<file path="src/rtl/lsps_pkg.sv">
// Package with types and constants of the line scanner sequencer.
`timescale 1ns / 1ps

package lsps_pkg;

  typedef logic [1:0] kind_t;
  typedef logic [3:0] pcf_t;
  typedef logic [7:0] byte_t;
  typedef logic [1:0] mode_t;

  // Input item kinds.
  localparam kind_t KIND_TICK = 2'd0;
  localparam kind_t KIND_PCF  = 2'd1;
  localparam kind_t KIND_DATA = 2'd2;
  localparam kind_t KIND_ACK  = 2'd3;

  // Line modes.
  localparam mode_t MODE_RESET = 2'd0;
  localparam mode_t MODE_TX    = 2'd1;
  localparam mode_t MODE_RX    = 2'd2;

  // Primary control field states.
  localparam pcf_t PCF_0 = 4'h0;
  localparam pcf_t PCF_1 = 4'h1;
  localparam pcf_t PCF_2 = 4'h2;
  localparam pcf_t PCF_3 = 4'h3;
  localparam pcf_t PCF_4 = 4'h4;
  localparam pcf_t PCF_5 = 4'h5;
  localparam pcf_t PCF_7 = 4'h7;
  localparam pcf_t PCF_8 = 4'h8;
  localparam pcf_t PCF_9 = 4'h9;
  localparam pcf_t PCF_A = 4'hA;
  localparam pcf_t PCF_C = 4'hC;
  localparam pcf_t PCF_D = 4'hD;
  localparam pcf_t PCF_F = 4'hF;

  // Control field bits and line bytes.
  localparam byte_t SVC_FLAG  = 8'h40;
  localparam byte_t DCD_BIT   = 8'h08;
  localparam byte_t PCF0_MASK = 8'h4A;
  localparam byte_t SYN_BYTE  = 8'h32;
  localparam byte_t NO_BYTE   = 8'hFF;

endpackage

</file>
<file path="src/rtl/lsps_if.sv">
// Channel interfaces for the input items and result items of the sequencer.
`timescale 1ns / 1ps

interface lsps_in_if;
  logic                 valid;
  logic                 ready;
  lsps_pkg::kind_t      kind;
  lsps_pkg::pcf_t       pcf_value;
  lsps_pkg::byte_t      data_byte;
  logic                 rx_valid;
  lsps_pkg::byte_t      rx_byte;
  logic                 l2_busy;

  modport source (output valid, kind, pcf_value, data_byte, rx_valid, rx_byte, l2_busy,
                  input ready);
  modport sink   (input valid, kind, pcf_value, data_byte, rx_valid, rx_byte, l2_busy,
                  output ready);
endinterface

interface lsps_out_if;
  logic                 valid;
  logic                 ready;
  logic                 tx_valid;
  lsps_pkg::byte_t      tx_byte;
  logic                 irq_request;
  lsps_pkg::pcf_t       pcf_state;
  lsps_pkg::byte_t      control_bits;
  lsps_pkg::byte_t      data_out;

  modport source (output valid, tx_valid, tx_byte, irq_request, pcf_state, control_bits,
                  data_out, input ready);
  modport sink   (input valid, tx_valid, tx_byte, irq_request, pcf_state, control_bits,
                  data_out, output ready);
endinterface

</file>
<file path="src/rtl/line_scanner_pcf_sequencer_core.sv">
// Top level of the single-line scanner PCF control sequencer.
`timescale 1ns / 1ps

// The result of an accepted item is registered in the output register, or in the skid entry.
// Throughput: one item per cycle while the skid entry is empty; the state update is
// a single pass of logic between the sequencer state registers and the result register.
// A two-entry result buffer (output register plus skid) keeps input open while a result waits.
// Reset (rst_n low, synchronous) clears all sequencer state and empties the result buffer.
module line_scanner_pcf_sequencer_core (
  input  logic         clk,
  input  logic         rst_n,
  lsps_in_if.sink      in_ch,
  lsps_out_if.source   out_ch
);

  typedef struct packed {
    logic            tx_valid;
    lsps_pkg::byte_t tx_byte;
    logic            irq_request;
    lsps_pkg::pcf_t  pcf_state;
    lsps_pkg::byte_t control_bits;
    lsps_pkg::byte_t data_out;
  } result_t;

  // Sequencer state.
  lsps_pkg::pcf_t  cur_pcf_r, cur_pcf_nxt;
  lsps_pkg::pcf_t  prev_pcf_r, prev_pcf_nxt;
  lsps_pkg::pcf_t  req_pcf_r, req_pcf_nxt;
  lsps_pkg::byte_t sec_ctl_r, sec_ctl_nxt;
  lsps_pkg::byte_t par_data_r, par_data_nxt;
  lsps_pkg::mode_t line_mode_r, line_mode_nxt;

  // Result buffer.
  result_t res_nxt;
  result_t out_r;
  result_t skid_r;
  logic    out_v_r;
  logic    skid_v_r;

  logic in_fire;
  logic out_fire;

  assign in_ch.ready = !skid_v_r;
  assign in_fire     = in_ch.valid && !skid_v_r;
  assign out_fire    = out_v_r && out_ch.ready;

  // Next state and result of the item on the input channel.
  always_comb begin
    lsps_pkg::pcf_t mid_pcf;
    lsps_pkg::pcf_t mid_prev;
    logic           first;

    cur_pcf_nxt   = cur_pcf_r;
    prev_pcf_nxt  = prev_pcf_r;
    req_pcf_nxt   = req_pcf_r;
    sec_ctl_nxt   = sec_ctl_r;
    par_data_nxt  = par_data_r;
    line_mode_nxt = line_mode_r;
    mid_pcf       = cur_pcf_r;
    mid_prev      = prev_pcf_r;
    first         = 1'b0;
    res_nxt       = '0;

    unique case (in_ch.kind)
      lsps_pkg::KIND_PCF: begin
        req_pcf_nxt = in_ch.pcf_value;
      end
      lsps_pkg::KIND_DATA: begin
        par_data_nxt = in_ch.data_byte;
        sec_ctl_nxt  = sec_ctl_r & ~lsps_pkg::SVC_FLAG;
      end
      lsps_pkg::KIND_ACK: begin
        sec_ctl_nxt = sec_ctl_r & ~lsps_pkg::SVC_FLAG;
      end
      lsps_pkg::KIND_TICK: begin
        sec_ctl_nxt = sec_ctl_r | lsps_pkg::DCD_BIT;
        // Take up a PCF change requested by the host.
        if (cur_pcf_r != req_pcf_r) begin
          if (req_pcf_r == lsps_pkg::PCF_0) begin
            line_mode_nxt = lsps_pkg::MODE_RESET;
          end
          mid_prev = cur_pcf_r;
          mid_pcf  = req_pcf_r;
        end
        first = (mid_prev != mid_pcf);

        // State rule of the current PCF.
        case (mid_pcf) inside
          lsps_pkg::PCF_0: begin
            sec_ctl_nxt = sec_ctl_nxt & lsps_pkg::PCF0_MASK;
          end
          lsps_pkg::PCF_1, lsps_pkg::PCF_2, lsps_pkg::PCF_3, lsps_pkg::PCF_F: begin
            if (first) begin
              sec_ctl_nxt         = sec_ctl_nxt | lsps_pkg::SVC_FLAG;
              req_pcf_nxt         = lsps_pkg::PCF_0;
              res_nxt.irq_request = 1'b1;
            end
          end
          lsps_pkg::PCF_4, lsps_pkg::PCF_5: begin
            if (line_mode_nxt != lsps_pkg::MODE_RESET && line_mode_nxt != lsps_pkg::MODE_TX &&
                in_ch.rx_valid && in_ch.rx_byte == lsps_pkg::SYN_BYTE) begin
              par_data_nxt = in_ch.rx_byte;
              req_pcf_nxt  = lsps_pkg::PCF_7;
            end
          end
          lsps_pkg::PCF_7: begin
            if (!in_ch.l2_busy && (sec_ctl_nxt & lsps_pkg::SVC_FLAG) == '0) begin
              par_data_nxt        = in_ch.rx_valid ? in_ch.rx_byte : lsps_pkg::NO_BYTE;
              sec_ctl_nxt         = sec_ctl_nxt | lsps_pkg::SVC_FLAG;
              req_pcf_nxt         = lsps_pkg::PCF_7;
              res_nxt.irq_request = 1'b1;
            end
          end
          lsps_pkg::PCF_8, lsps_pkg::PCF_9, lsps_pkg::PCF_A: begin
            if (!in_ch.l2_busy && (sec_ctl_nxt & lsps_pkg::SVC_FLAG) == '0) begin
              res_nxt.tx_valid    = 1'b1;
              res_nxt.tx_byte     = par_data_r;
              sec_ctl_nxt         = sec_ctl_nxt | lsps_pkg::SVC_FLAG;
              req_pcf_nxt         = lsps_pkg::PCF_9;
              res_nxt.irq_request = 1'b1;
            end
          end
          lsps_pkg::PCF_C, lsps_pkg::PCF_D: begin
            if (first) begin
              if (mid_pcf == lsps_pkg::PCF_C) begin
                line_mode_nxt = lsps_pkg::MODE_RX;
              end
              sec_ctl_nxt         = sec_ctl_nxt | lsps_pkg::SVC_FLAG;
              req_pcf_nxt         = lsps_pkg::PCF_5;
              res_nxt.irq_request = 1'b1;
            end
          end
          default: begin
          end
        endcase

        prev_pcf_nxt = mid_pcf;
        cur_pcf_nxt  = req_pcf_nxt;
      end
      default: begin
      end
    endcase

    res_nxt.pcf_state    = cur_pcf_nxt;
    res_nxt.control_bits = sec_ctl_nxt;
    res_nxt.data_out     = par_data_nxt;
  end

  // Sequencer state registers, updated once per accepted item.
  always_ff @(posedge clk) begin
    if (!rst_n) begin
      cur_pcf_r   <= lsps_pkg::PCF_0;
      prev_pcf_r  <= lsps_pkg::PCF_0;
      req_pcf_r   <= lsps_pkg::PCF_0;
      sec_ctl_r   <= '0;
      par_data_r  <= '0;
      line_mode_r <= lsps_pkg::MODE_RESET;
    end else if (in_fire) begin
      cur_pcf_r   <= cur_pcf_nxt;
      prev_pcf_r  <= prev_pcf_nxt;
      req_pcf_r   <= req_pcf_nxt;
      sec_ctl_r   <= sec_ctl_nxt;
      par_data_r  <= par_data_nxt;
      line_mode_r <= line_mode_nxt;
    end
  end

  // Result buffer control: output register in front, skid entry behind it.
  always_ff @(posedge clk) begin
    if (!rst_n) begin
      out_v_r  <= 1'b0;
      skid_v_r <= 1'b0;
    end else begin
      if (skid_v_r) begin
        if (out_fire) begin
          skid_v_r <= 1'b0;
        end
      end else if (in_fire) begin
        if (out_v_r && !out_fire) begin
          skid_v_r <= 1'b1;
        end else begin
          out_v_r <= 1'b1;
        end
      end else if (out_fire) begin
        out_v_r <= 1'b0;
      end
    end
  end

  // Result buffer payload.
  always_ff @(posedge clk) begin
    if (skid_v_r) begin
      if (out_fire) begin
        out_r <= skid_r;
      end
    end else if (in_fire) begin
      if (out_v_r && !out_fire) begin
        skid_r <= res_nxt;
      end else begin
        out_r <= res_nxt;
      end
    end
  end

  assign out_ch.valid        = out_v_r;
  assign out_ch.tx_valid     = out_r.tx_valid;
  assign out_ch.tx_byte      = out_r.tx_byte;
  assign out_ch.irq_request  = out_r.irq_request;
  assign out_ch.pcf_state    = out_r.pcf_state;
  assign out_ch.control_bits = out_r.control_bits;
  assign out_ch.data_out     = out_r.data_out;

endmodule

</file>
<file path="src/flat_wrapper.sv">
// flat-port wrapper written by rule: the top's interface ports become plain ports
module line_scanner_pcf_sequencer_core_flat 
  (clk, rst_n, in_ch_valid, in_ch_kind, in_ch_pcf_value, in_ch_data_byte, in_ch_rx_valid, in_ch_rx_byte, in_ch_l2_busy, in_ch_ready, out_ch_valid, out_ch_tx_valid, out_ch_tx_byte, out_ch_irq_request, out_ch_pcf_state, out_ch_control_bits, out_ch_data_out, out_ch_ready);
  lsps_in_if in_ch_i ();
  lsps_out_if out_ch_i ();
  input  logic clk;
  input  logic rst_n;
  input wire logic [$bits(in_ch_i.valid)-1:0] in_ch_valid;
  input wire logic [$bits(in_ch_i.kind)-1:0] in_ch_kind;
  input wire logic [$bits(in_ch_i.pcf_value)-1:0] in_ch_pcf_value;
  input wire logic [$bits(in_ch_i.data_byte)-1:0] in_ch_data_byte;
  input wire logic [$bits(in_ch_i.rx_valid)-1:0] in_ch_rx_valid;
  input wire logic [$bits(in_ch_i.rx_byte)-1:0] in_ch_rx_byte;
  input wire logic [$bits(in_ch_i.l2_busy)-1:0] in_ch_l2_busy;
  output wire logic [$bits(in_ch_i.ready)-1:0] in_ch_ready;
  output wire logic [$bits(out_ch_i.valid)-1:0] out_ch_valid;
  output wire logic [$bits(out_ch_i.tx_valid)-1:0] out_ch_tx_valid;
  output wire logic [$bits(out_ch_i.tx_byte)-1:0] out_ch_tx_byte;
  output wire logic [$bits(out_ch_i.irq_request)-1:0] out_ch_irq_request;
  output wire logic [$bits(out_ch_i.pcf_state)-1:0] out_ch_pcf_state;
  output wire logic [$bits(out_ch_i.control_bits)-1:0] out_ch_control_bits;
  output wire logic [$bits(out_ch_i.data_out)-1:0] out_ch_data_out;
  input wire logic [$bits(out_ch_i.ready)-1:0] out_ch_ready;
  assign in_ch_i.valid = in_ch_valid;
  assign in_ch_i.kind = in_ch_kind;
  assign in_ch_i.pcf_value = in_ch_pcf_value;
  assign in_ch_i.data_byte = in_ch_data_byte;
  assign in_ch_i.rx_valid = in_ch_rx_valid;
  assign in_ch_i.rx_byte = in_ch_rx_byte;
  assign in_ch_i.l2_busy = in_ch_l2_busy;
  assign in_ch_ready = in_ch_i.ready;
  assign out_ch_valid = out_ch_i.valid;
  assign out_ch_tx_valid = out_ch_i.tx_valid;
  assign out_ch_tx_byte = out_ch_i.tx_byte;
  assign out_ch_irq_request = out_ch_i.irq_request;
  assign out_ch_pcf_state = out_ch_i.pcf_state;
  assign out_ch_control_bits = out_ch_i.control_bits;
  assign out_ch_data_out = out_ch_i.data_out;
  assign out_ch_i.ready = out_ch_ready;
  line_scanner_pcf_sequencer_core u_core (.clk(clk), .rst_n(rst_n), .in_ch(in_ch_i), .out_ch(out_ch_i));
endmodule
</file>
<file path="config.mk">
export PLATFORM = sky130hd
export DESIGN_NAME = line_scanner_pcf_sequencer_core_flat
export DESIGN_NICKNAME = d
export VERILOG_FILES = /design/src/rtl/lsps_pkg.sv /design/src/rtl/lsps_if.sv /design/src/rtl/line_scanner_pcf_sequencer_core.sv /design/src/flat_wrapper.sv
export SDC_FILE = /design/constraint.sdc
export NUM_CORES = 1
export LEC_CHECK = 0
export BUFFER_PORTS_ARGS = -buffer_cell sky130_fd_sc_hd__buf_2
export CAP_MARGIN = 20
export CELL_PAD_IN_SITES_DETAIL_PLACEMENT = 0
export CELL_PAD_IN_SITES_GLOBAL_PLACEMENT = 1
export CORE_UTILIZATION = 41
export CTS_CLUSTER_DIAMETER = 40
export CTS_CLUSTER_SIZE = 24
export DETAILED_ROUTE_END_ITERATION = 6
export GPL_TIMING_DRIVEN = 0
export PLACE_DENSITY_LB_ADDON = 0.1
export SETUP_SLACK_MARGIN = 0.5
export SLEW_MARGIN = 30
export SYNTH_ARGS = -nofsm -noshare
export SYNTH_HDL_FRONTEND = slang
export SYNTH_SLANG_ARGS = --single-unit
</file>
<file path="constraint.sdc">
create_clock -name clk -period 3 [get_ports clk]
set_input_delay 0.6 -clock clk [delete_from_list [all_inputs] [get_ports clk]]
set_output_delay 0.6 -clock clk [all_outputs]
set_load 0.01 [all_outputs]
</file>
==> impl_metrics.csv, run 1 <==
group,metric,value,unit
sta,period_share,0.808,
logic_synthesis,synth_cell_types,62,
sta,max_clock_freq,0.412,GHz
worst_setup_path,crit_arrival,2550,ps
sta,worst_slew_pin_slew,706,ps
die,core_area,9770,sq um
logic_synthesis,synth_top_area_share,0.419,
power,vdd_drop_max,0.214,mV
routing,routed_via_density,5.38,
logic_synthesis,synthArstFlopShare,0,
clock_network,cts_tree,"yes",
routing,totalWireLength,10300,um
final_layout,seqCellArea,2340,sq um
die,design.die.area,10500,sq um
die,row_count,36,
sta,setup_viol,0,
global_route,grt_pass1_wl,16300,um
worst_setup_path,critPathLaunchType,"flop",
die,io_pins,60,
placed_design,hpwl,7480,um
placed_design,port_buffers,57,
sta,fin_setup_tns,0,ps
die,die_w,103,um
power,power.leakage,0.00189,uW
clock_network,cts_max_path_buffers,2,
logic_synthesis,yosysSeqAreaShare,0.564,
final_layout,drive_above_1_share,0.273,
clock_network,clk_latency,370,ps
logic_synthesis,yosysWarnings,0,
clock_network,path_clk_slew,90,ps
logic_synthesis,synth_area_leaders,"edfxtp_1, dfxtp_1, mux2_2",
routing,antenna_left,0,
outcome,status,"finished, final reports clean",
logic_synthesis,syn_area,4150,sq um
final_layout,n_fill_cell,930,
sta,finalHoldViolations,0,
global_route,antenna_found_initial,0,
routing,drt-pass1-iter-count,4,
logic_synthesis,yosysTopAreaCell,"edfxtp_1",
logic_synthesis,syn_nets,404,
sta,maxSlewViolCount,0,
worst_hold_path,min_path_type,"reg2reg",
logic_synthesis,synth-edff-count,58,
final_layout,final_nets,474,
clock_network,ctsHtreeMaxLevel,3,
logic_synthesis,yosys-top-cells-count,"edfxtp_1, nand2_1, dfxtp_1",
logic_synthesis,synthCells,376,
sta,skew,6.97,ps
sta,post-route-min-period,2430,ps
final_layout,final_cell_count_no_fill,584,
worst_setup_path,critPathRequiredTime,3120,ps
worst_setup_path,critPathMaxFanout,10,
placed_design,gp_congestion,0.889,
logic_synthesis,ys.flop_type,"edfxtp_1",
power,powerDensity,525,nW/um^2
routing,first_iter_violations,192,
placed_design,dp_cells,568,
clock_network,cts.sinks,88,
job,max_cap_viol_count,0,
routing,num_vias,3142,
clock_network,cts-root-buf,"clkbuf_8",
routing,wl_per_cell,17.6,um
final_layout,synthToLayoutAreaGrowth,18.4,%
global_route,overflow,0,
global_route,grt_pass1_vias,3004,
logic_synthesis,ys_ff_latch,88,
die,start_util,0.425,
clock_network,numCtsBuffers,9,
sta,rsz0062_at_grt,"true",
sta,relSlewSlack,0.525,
worst_setup_path,path_class,"reg2reg",
global_route,grt_start_max_net_pins,21,
placed_design,placed_area,4670,sq um
worst_setup_path,cp-end-kind,"flop",
die,die_h,103,um
final_layout,final_cell_area,4920,sq um
final_layout,multi_input_area,1760,sq um
routing,drcViolationCount,0,
global_route,grt_usage,0.211,
logic_synthesis,synth_most_common_cell,"edfxtp_1",
final_layout,n_antenna_cell,0,
logic_synthesis,syn_avg_cell_area,11.0,sq um
-- final timing paths --
path	start	to	slack [ps]	depth (start not counted)
min	u_core.sec_ctl_r[5]	u_core.sec_ctl_r[5]	460	1
min reg2reg	u_core.sec_ctl_r[5]	u_core.sec_ctl_r[5]	460	1
max	u_core.sec_ctl_r[6]	u_core.out_ch.data_out[2]	570	6
max reg2reg	u_core.sec_ctl_r[6]	u_core.out_ch.data_out[2]	570	6
-- critical path: stages (launching register included) --
cell     delay [ps]
dfxtp_1         390
or4b_4          580
buf_2           220
or3_1           370
a32oi_2         280
nor2_1           70
a221o_1         260
-- where the power goes --
part / switching (uW) / internal, uW / total [uW]
clock network: 441 / 385 / 826
registers: 25.9 / 1360 / 1390
logic: 225 / 144 / 369
total: 692 / 1890 / 2580
-- state kept, by name (all words and copies together) (netlist names) --
signal / cells
u_core.out_ch.control_bits: 7
u_core.out_ch.irq_request: 1
u_core.skid_r: 29
u_core.prev_pcf_r: 4
u_core.req_pcf_r: 4
u_core.out_ch.tx_valid: 1
u_core.skid_v_r: 1
u_core.sec_ctl_r: 7
u_core.out_ch.pcf_state: 4
u_core.out_ch.tx_byte: 8
u_core.cur_pcf_r: 4
u_core.line_mode_r: 1
u_core.out_ch.data_out: 8
u_core.out_ch.valid: 1
u_core.par_data_r: 8
-- final cells by class --
cell class                      count  share of cell area
Clock inverter                      7              0.0140
Timing Repair Buffer               59              0.0692
Clock buffer                        9              0.0252
Buffer                             20              0.0191
Inverter                            7             0.00534
Multi-Input combinational cell    261               0.357
Sequential cell                    88               0.476
Tap cell                          133              0.0338
-- timing repair --
item | 4_1_cts | 5_1_grt
pin swaps | 0 | 2
setup endpoints to repair | 1 | 15
hold buffers | 0 | 0
buffers inserted | 0 | 0
gates resized for setup | 1 | 10
-- layer usage --
metal / wire, um / vias to the layer above / global-route usage
li1: - / 1542 / -
met1: 4790 / 1509 / 0.295
met2: 4820 / 78 / 0.328
met3: 466 / 13 / 0.0285
met4: 192 / 0 / 0.0890
met5: 0 / - / 0
-- cells in the final DEF, fill, tap and decap left out, drive strengths merged, types with 5 or more instances in the layout --
cell and instances:
nand2 49, mux2 21, o21ai 16, clkbuf 23, and2 22, edfxtp 58
a21oi 7, nor3 7, nor2 26, a31oi 11, o22ai 5, o21bai 7
o21a 5, xor2 6, nand3 8, dfxtp 30, or3 7, a21boi 7
inv 9, o211ai 5, buf 65
-- stage by stage --
| stage | total power (uW) | hold slack (ps) | util | worst slack, ps |
|---|---|---|---|---|
| global route | 2690 | 489 | 0.503 | 375 |
| finish | 2580 | 458 | 0.503 | 575 |
| detailed placement | 1780 | 436 | 0.478 | 224 |
| global placement | 1770 | 434 | 0.472 | 32.1 |
| floorplan | 1640 | 421 | - | 414 |
| CTS | 2590 | 459 | 0.498 | 520 |
-- logic make-up after synthesis --
logic type	Yosys count	synth area share
AND/OR/NAND/NOR	139	0.170
AO/OA/AOI/OAI	93	0.164
flip-flops	88	0.564
buffers and inverters	27	0.0280
multiplexers	21	0.0587
XOR/XNOR	7	0.0148
other	1	0.000903
No activity file was read; power rests on OpenSTA's default activity.
==> inputs of run 2 (changes only) <==
Clock period 3 ns to 2.1 ns, I/O delays scaled along.
==> impl_metrics.csv, run 2 (synthesis results as in run 1) <==
group,metric,value,unit
global_route,grt_usage,0.200,
sta,post-route-min-period,2310,ps
routing,first_iter_violations,132,
die,core_area,9770,sq um
worst_hold_path,min_path_type,"in2reg",
die,io_pins,60,
routing,drcViolationCount,0,
final_layout,largest_reg_flops,29,
routing,drt-pass1-iter-count,5,
global_route,grt_start_max_net_pins,30,
die,start_util,0.425,
clock_network,cts-root-buf,"clkbuf_8",
routing,antenna_left,0,
final_layout,final_common_cell,"buf_2",
worst_setup_path,path_class,"reg2reg",
placed_design,gp_congestion,0.851,
die,die_h,103,um
clock_network,path_clk_slew,90,ps
routing,num_vias,3301,
sta,period_share,1.10,
final_layout,synthToLayoutAreaGrowth,39.6,%
clock_network,clk_latency,360,ps
clock_network,postCtsHoldBufs,0,
die,die_w,103,um
outcome,status,"finished with violations",
routing,wl_per_cell,16.9,um
sta,skew,10.4,ps
final_layout,drive_above_1_share,0.474,
final_layout,final_nets,508,
worst_setup_path,critPathMaxFanout,4,
sta,setup_viol,20,
final_layout,final_cell_count_no_fill,618,
worst_setup_path,timing.rr.start,"u_core.req_pcf_r[3]",
clock_network,ctsHtreeMaxLevel,3,
worst_setup_path,crit_arrival,2420,ps
worst_setup_path,cp-end-kind,"flop",
clock_network,numCtsBuffers,9,
routing,totalWireLength,10400,um
sta,finalHoldViolations,0,
clock_network,cts_tree,"yes",
sta,layout_setup_ws,-207,ps
final_layout,n_fill_cell,878,
worst_hold_path,min-delay-start,"in_ch_pcf_value[1]",
worst_setup_path,crit_family,"simple AND/OR/NAND/NOR gates",
worst_setup_path,crit_chain,"or4b_4 > or3_1 > a41o_1 > mux2_4 > mux2_4",
worst_setup_path,crit_buf_inv,0,
final_layout,regMostFlops,"u_core.skid_r",
final_layout,most-common-layout-cells,"buf_2, edfxtp_1, nand2_1",
power,vdd_drop_max,0.283,mV
clock_network,cts_max_path_buffers,2,
power,powerDensity,657,nW/um^2
die,design.die.area,10500,sq um
placed_design,hpwl,6980,um
global_route,overflow,0,
worst_setup_path,worst_path_max_delay_cell,"or4b_4",
final_layout,final_util,0.593,
worst_setup_path,critPathLaunchType,"flop",
worst_setup_path,critPathRequiredTime,2220,ps
routing,routed_via_density,5.34,
final_layout,n_antenna_cell,0,
worst_setup_path,critical_path.max_stage_delay,560,ps
job,max_cap_viol_count,0,
sta,rsz0062_at_grt,"true",
sta,max_clock_freq,0.434,GHz
outcome,violations,"setup timing",
power,power.leakage,0.00227,uW
worst_setup_path,crit_top_cell,"mux2_4",
placed_design,port_buffers,57,
clock_network,cts.sinks,88,
sta,relSlewSlack,0.485,
worst_setup_path,crit_start,"u_core.req_pcf_r[3]",
global_route,grt_pass1_wl,15500,um
global_route,grt_pass1_vias,2884,
placed_design,dp_cells,566,
global_route,antenna_found_initial,0,
sta,maxSlewViolCount,0,
die,row_count,36,
sta,worst_slew_pin_slew,771,ps
-- run 2: changes by cell type in the layout (fill, tap and decap cells not counted), sizes merged --
cell and delta:
buf +35, a21oi +1, bufinv -1, clkbuf +1
clkinvlp -1, inv -1
-- run 2: worst reg2reg max path, delay by kind of cell (launching register included) --
family | cells | cell delay [ps]
AOI/OAI and AO/OA | 1 | 270
DFF | 1 | 370
muxes | 2 | 530
and+or+nand+nor | 2 | 890
-- run 2: layout make-up --
cell class	instances	area, sq um	area share
clock buffers	12	155	0.0267
well taps	133	166	0.0287
flip-flops and latches	88	2360	0.407
repair buffers	92	641	0.110
inverters	7	26.3	0.00453
clock inverters	4	27.5	0.00475
plain buffers	20	165	0.0285
multi-input cells	262	2260	0.389
-- run 2: worst paths after layout --
| kind | end | slack, ps | cells past startpoint |
|---|---|---|---|
| worst max-delay path | u_core.out_ch.data_out[7] | -210 | 5 |
| worst min-delay path | u_core.req_pcf_r[1] | 320 | 3 |
| worst max register to register | u_core.out_ch.data_out[7] | -210 | 5 |
| worst min register to register | u_core.sec_ctl_r[7] | 470 | 1 |
-- run 2: timing repair --
action	in CTS	in global routing
buffers inserted	25	9
pin swaps	35	20
gates cloned	1	1
resized for setup	82	38
setup endpoints to repair	137	75
-- run 2: metrics by stage --
stage               setup TNS (ps)  setup slack [ps]  instance area [sq um]  total power, uW  hold WS (ps)
CTS                          -1730              -212                   5570             3780           307
finish                       -2180              -207                   5800             3810           323
detailed placement           -5930              -535                   4820             2570           436
global route                 -3230              -242                   5800             3950           310
global placement             -5750              -530                   4820             2570           433
floorplan                    -1200              -304                   4370             2390           421
-- run 2: per-layer routing --
layer	wire [um]	GRT usage	up-vias
li1	-	-	1612
met1	4990	0.278	1582
met2	4880	0.307	95
met3	433	0.0380	12
met4	127	0.0780	0
met5	0	0	-
-- run 2: power breakdown --
part	switching, uW	internal, uW
combinational	393	333
sequential	40.7	1940
clock	601	498
total	1030	2770
==> inputs of run 3 (changes only) <==
==> constraint.sdc (replaced) <==
create_clock -name clk -period 2.1 [get_ports clk]
set_input_delay 0.42 -clock clk [delete_from_list [all_inputs] [get_ports clk]]
set_output_delay 0.42 -clock clk [all_outputs]
set_load 0.05 [all_outputs]
==> impl_metrics.csv, run 3 (synthesis results as in run 1) <==
group,metric,value,unit
final_layout,n_antenna_cell,0,
sta,relSlewSlack,0.534,
routing,antenna_left,0,
final_layout,final_common_cell,"buf_2",
outcome,status,"finished with violations",
global_route,grt_pass1_wl,16100,um
worst_setup_path,critical_path.max_stage_delay,430,ps
global_route,grt_usage,0.207,
final_layout,final_nets,504,
worst_setup_path,critPathRequiredTime,2210,ps
sta,rsz0062_at_grt,"true",
placed_design,gp_congestion,0.859,
final_layout,n_fill_cell,828,
final_layout,synthToLayoutAreaGrowth,38.2,%
final_layout,largest_reg_flops,29,
placed_design,placed_area,4820,sq um
global_route,antenna_found_initial,0,
clock_network,cts.sinks,88,
worst_setup_path,crit_top_cell,"mux2_4",
sta,period_share,1.10,
routing,drt-pass1-iter-count,4,
routing,routed_via_density,5.34,
routing,wl_per_cell,16.7,um
routing,first_iter_violations,198,
worst_setup_path,path_class,"reg2reg",
clock_network,ctsHtreeMaxLevel,3,
sta,setup_viol,14,
die,design.die.area,10500,sq um
clock_network,cts-root-buf,"clkbuf_8",
clock_network,cts_tree,"yes",
clock_network,postCtsHoldBufs,0,
final_layout,regMostFlops,"u_core.skid_r",
routing,drcViolationCount,0,
sta,layout_setup_ws,-216,ps
global_route,overflow,0,
global_route,grt_start_max_net_pins,30,
power,vdd_drop_max,0.303,mV
clock_network,cts_max_path_buffers,2,
worst_setup_path,critPathMaxFanout,5,
die,start_util,0.425,
placed_design,port_buffers,57,
power,power.leakage,0.00222,uW
global_route,grt_pass1_vias,3028,
routing,num_vias,3277,
die,row_count,36,
job,max_cap_viol_count,0,
sta,max_clock_freq,0.432,GHz
outcome,violations,"setup timing",
clock_network,path_clk_slew,90,ps
sta,hold_ws,323,ps
die,core_area,9770,sq um
worst_setup_path,r2r_setup_slack,-220,ps
placed_design,hpwl,7070,um
worst_setup_path,crit_arrival,2430,ps
sta,maxSlewViolCount,0,
clock_network,clk_latency,360,ps
worst_hold_path,min_path_type,"in2reg",
worst_setup_path,worst_path_max_delay_cell,"or4_4",
clock_network,numCtsBuffers,9,
final_layout,final_util,0.587,
die,die_h,103,um
sta,post-route-min-period,2320,ps
sta,finalHoldViolations,0,
worst_setup_path,cp-end-kind,"flop",
final_layout,multi_input_area,2210,sq um
worst_setup_path,crit_chain,"buf_6 > or3b_1 > or4_4 > a41o_1 > mux2_4 > mux2_4",
die,die_w,103,um
placed_design,place_ws,-538,ps
sta,skew,8.52,ps
final_layout,final_cell_area,5740,sq um
routing,totalWireLength,10200,um
sta,worst_slew_pin_slew,698,ps
power,powerDensity,702,nW/um^2
final_layout,seqCellArea,2360,sq um
final_layout,most-common-layout-cells,"buf_2, edfxtp_1, nand2_1",
worst_setup_path,critPathLaunchType,"flop",
final_layout,drive_above_1_share,0.455,
sta,fin_setup_tns,-1590,ps
die,io_pins,60,
==> run 3: routing by layer <==
layer  global-route usage  routed length, um  share of wire
met5                    0                  0              0
met4               0.0945                174          0.017
met2                0.314               4660           0.46
met3               0.0319                411          0.040
met1                0.291               4990           0.49
==> run 3: stage by stage <==
step	power [uW]	std cells
2_1_floorplan	2560	376
3_3_place_gp	2730	566
3_5_place_dp	2740	566
4_1_cts	4020	612
5_1_grt	4170	614
6_report	4030	614
==> run 3: cell type report <==
| cell class | instances | share of cell area |
|---|---|---|
| plain buffers | 20 | 0.0242 |
| clock buffers | 11 | 0.0246 |
| clock inverters | 5 | 0.00981 |
| inverters | 7 | 0.00458 |
| multi-input cells | 262 | 0.385 |
| flip-flops and latches | 88 | 0.411 |
| well taps | 133 | 0.0290 |
| repair buffers | 88 | 0.112 |
==> run 3: path summary, 6_finish.rpt <==
check | start | endpoint | cells past startpoint
max | u_core.req_pcf_r[1] | u_core.out_ch.data_out[7] | 6
min | in_ch_pcf_value[1] | u_core.req_pcf_r[1] | 3
max reg2reg | u_core.req_pcf_r[1] | u_core.out_ch.data_out[7] | 6
min reg2reg | u_core.sec_ctl_r[2] | u_core.sec_ctl_r[2] | 1
==> run 3: critical path: cells and delay by family, from the launching register on <==
family	cells	cell delay [ps]
AND/OR/NAND/NOR	2	800
flip-flops	1	320
multiplexers	2	540
buffers and inverters	1	130
AO/OA/AOI/OAI	1	290
==> run 3: repair_timing <==
item	CTS	global route
buffers inserted	28	2
setup endpoints to repair	137	83
gates cloned	2	0
hold endpoints to repair	0	0
pin swaps	30	22
gates resized for setup	68	29
==> run 3: where the power goes <==
group	total [uW]	leakage, uW	switching (uW)	internal, uW
clock	1180	0.000101	596	584
sequential	1980	0.000780	39.8	1940
combinational	867	0.00134	557	310
total	4030	0.00222	1190	2840
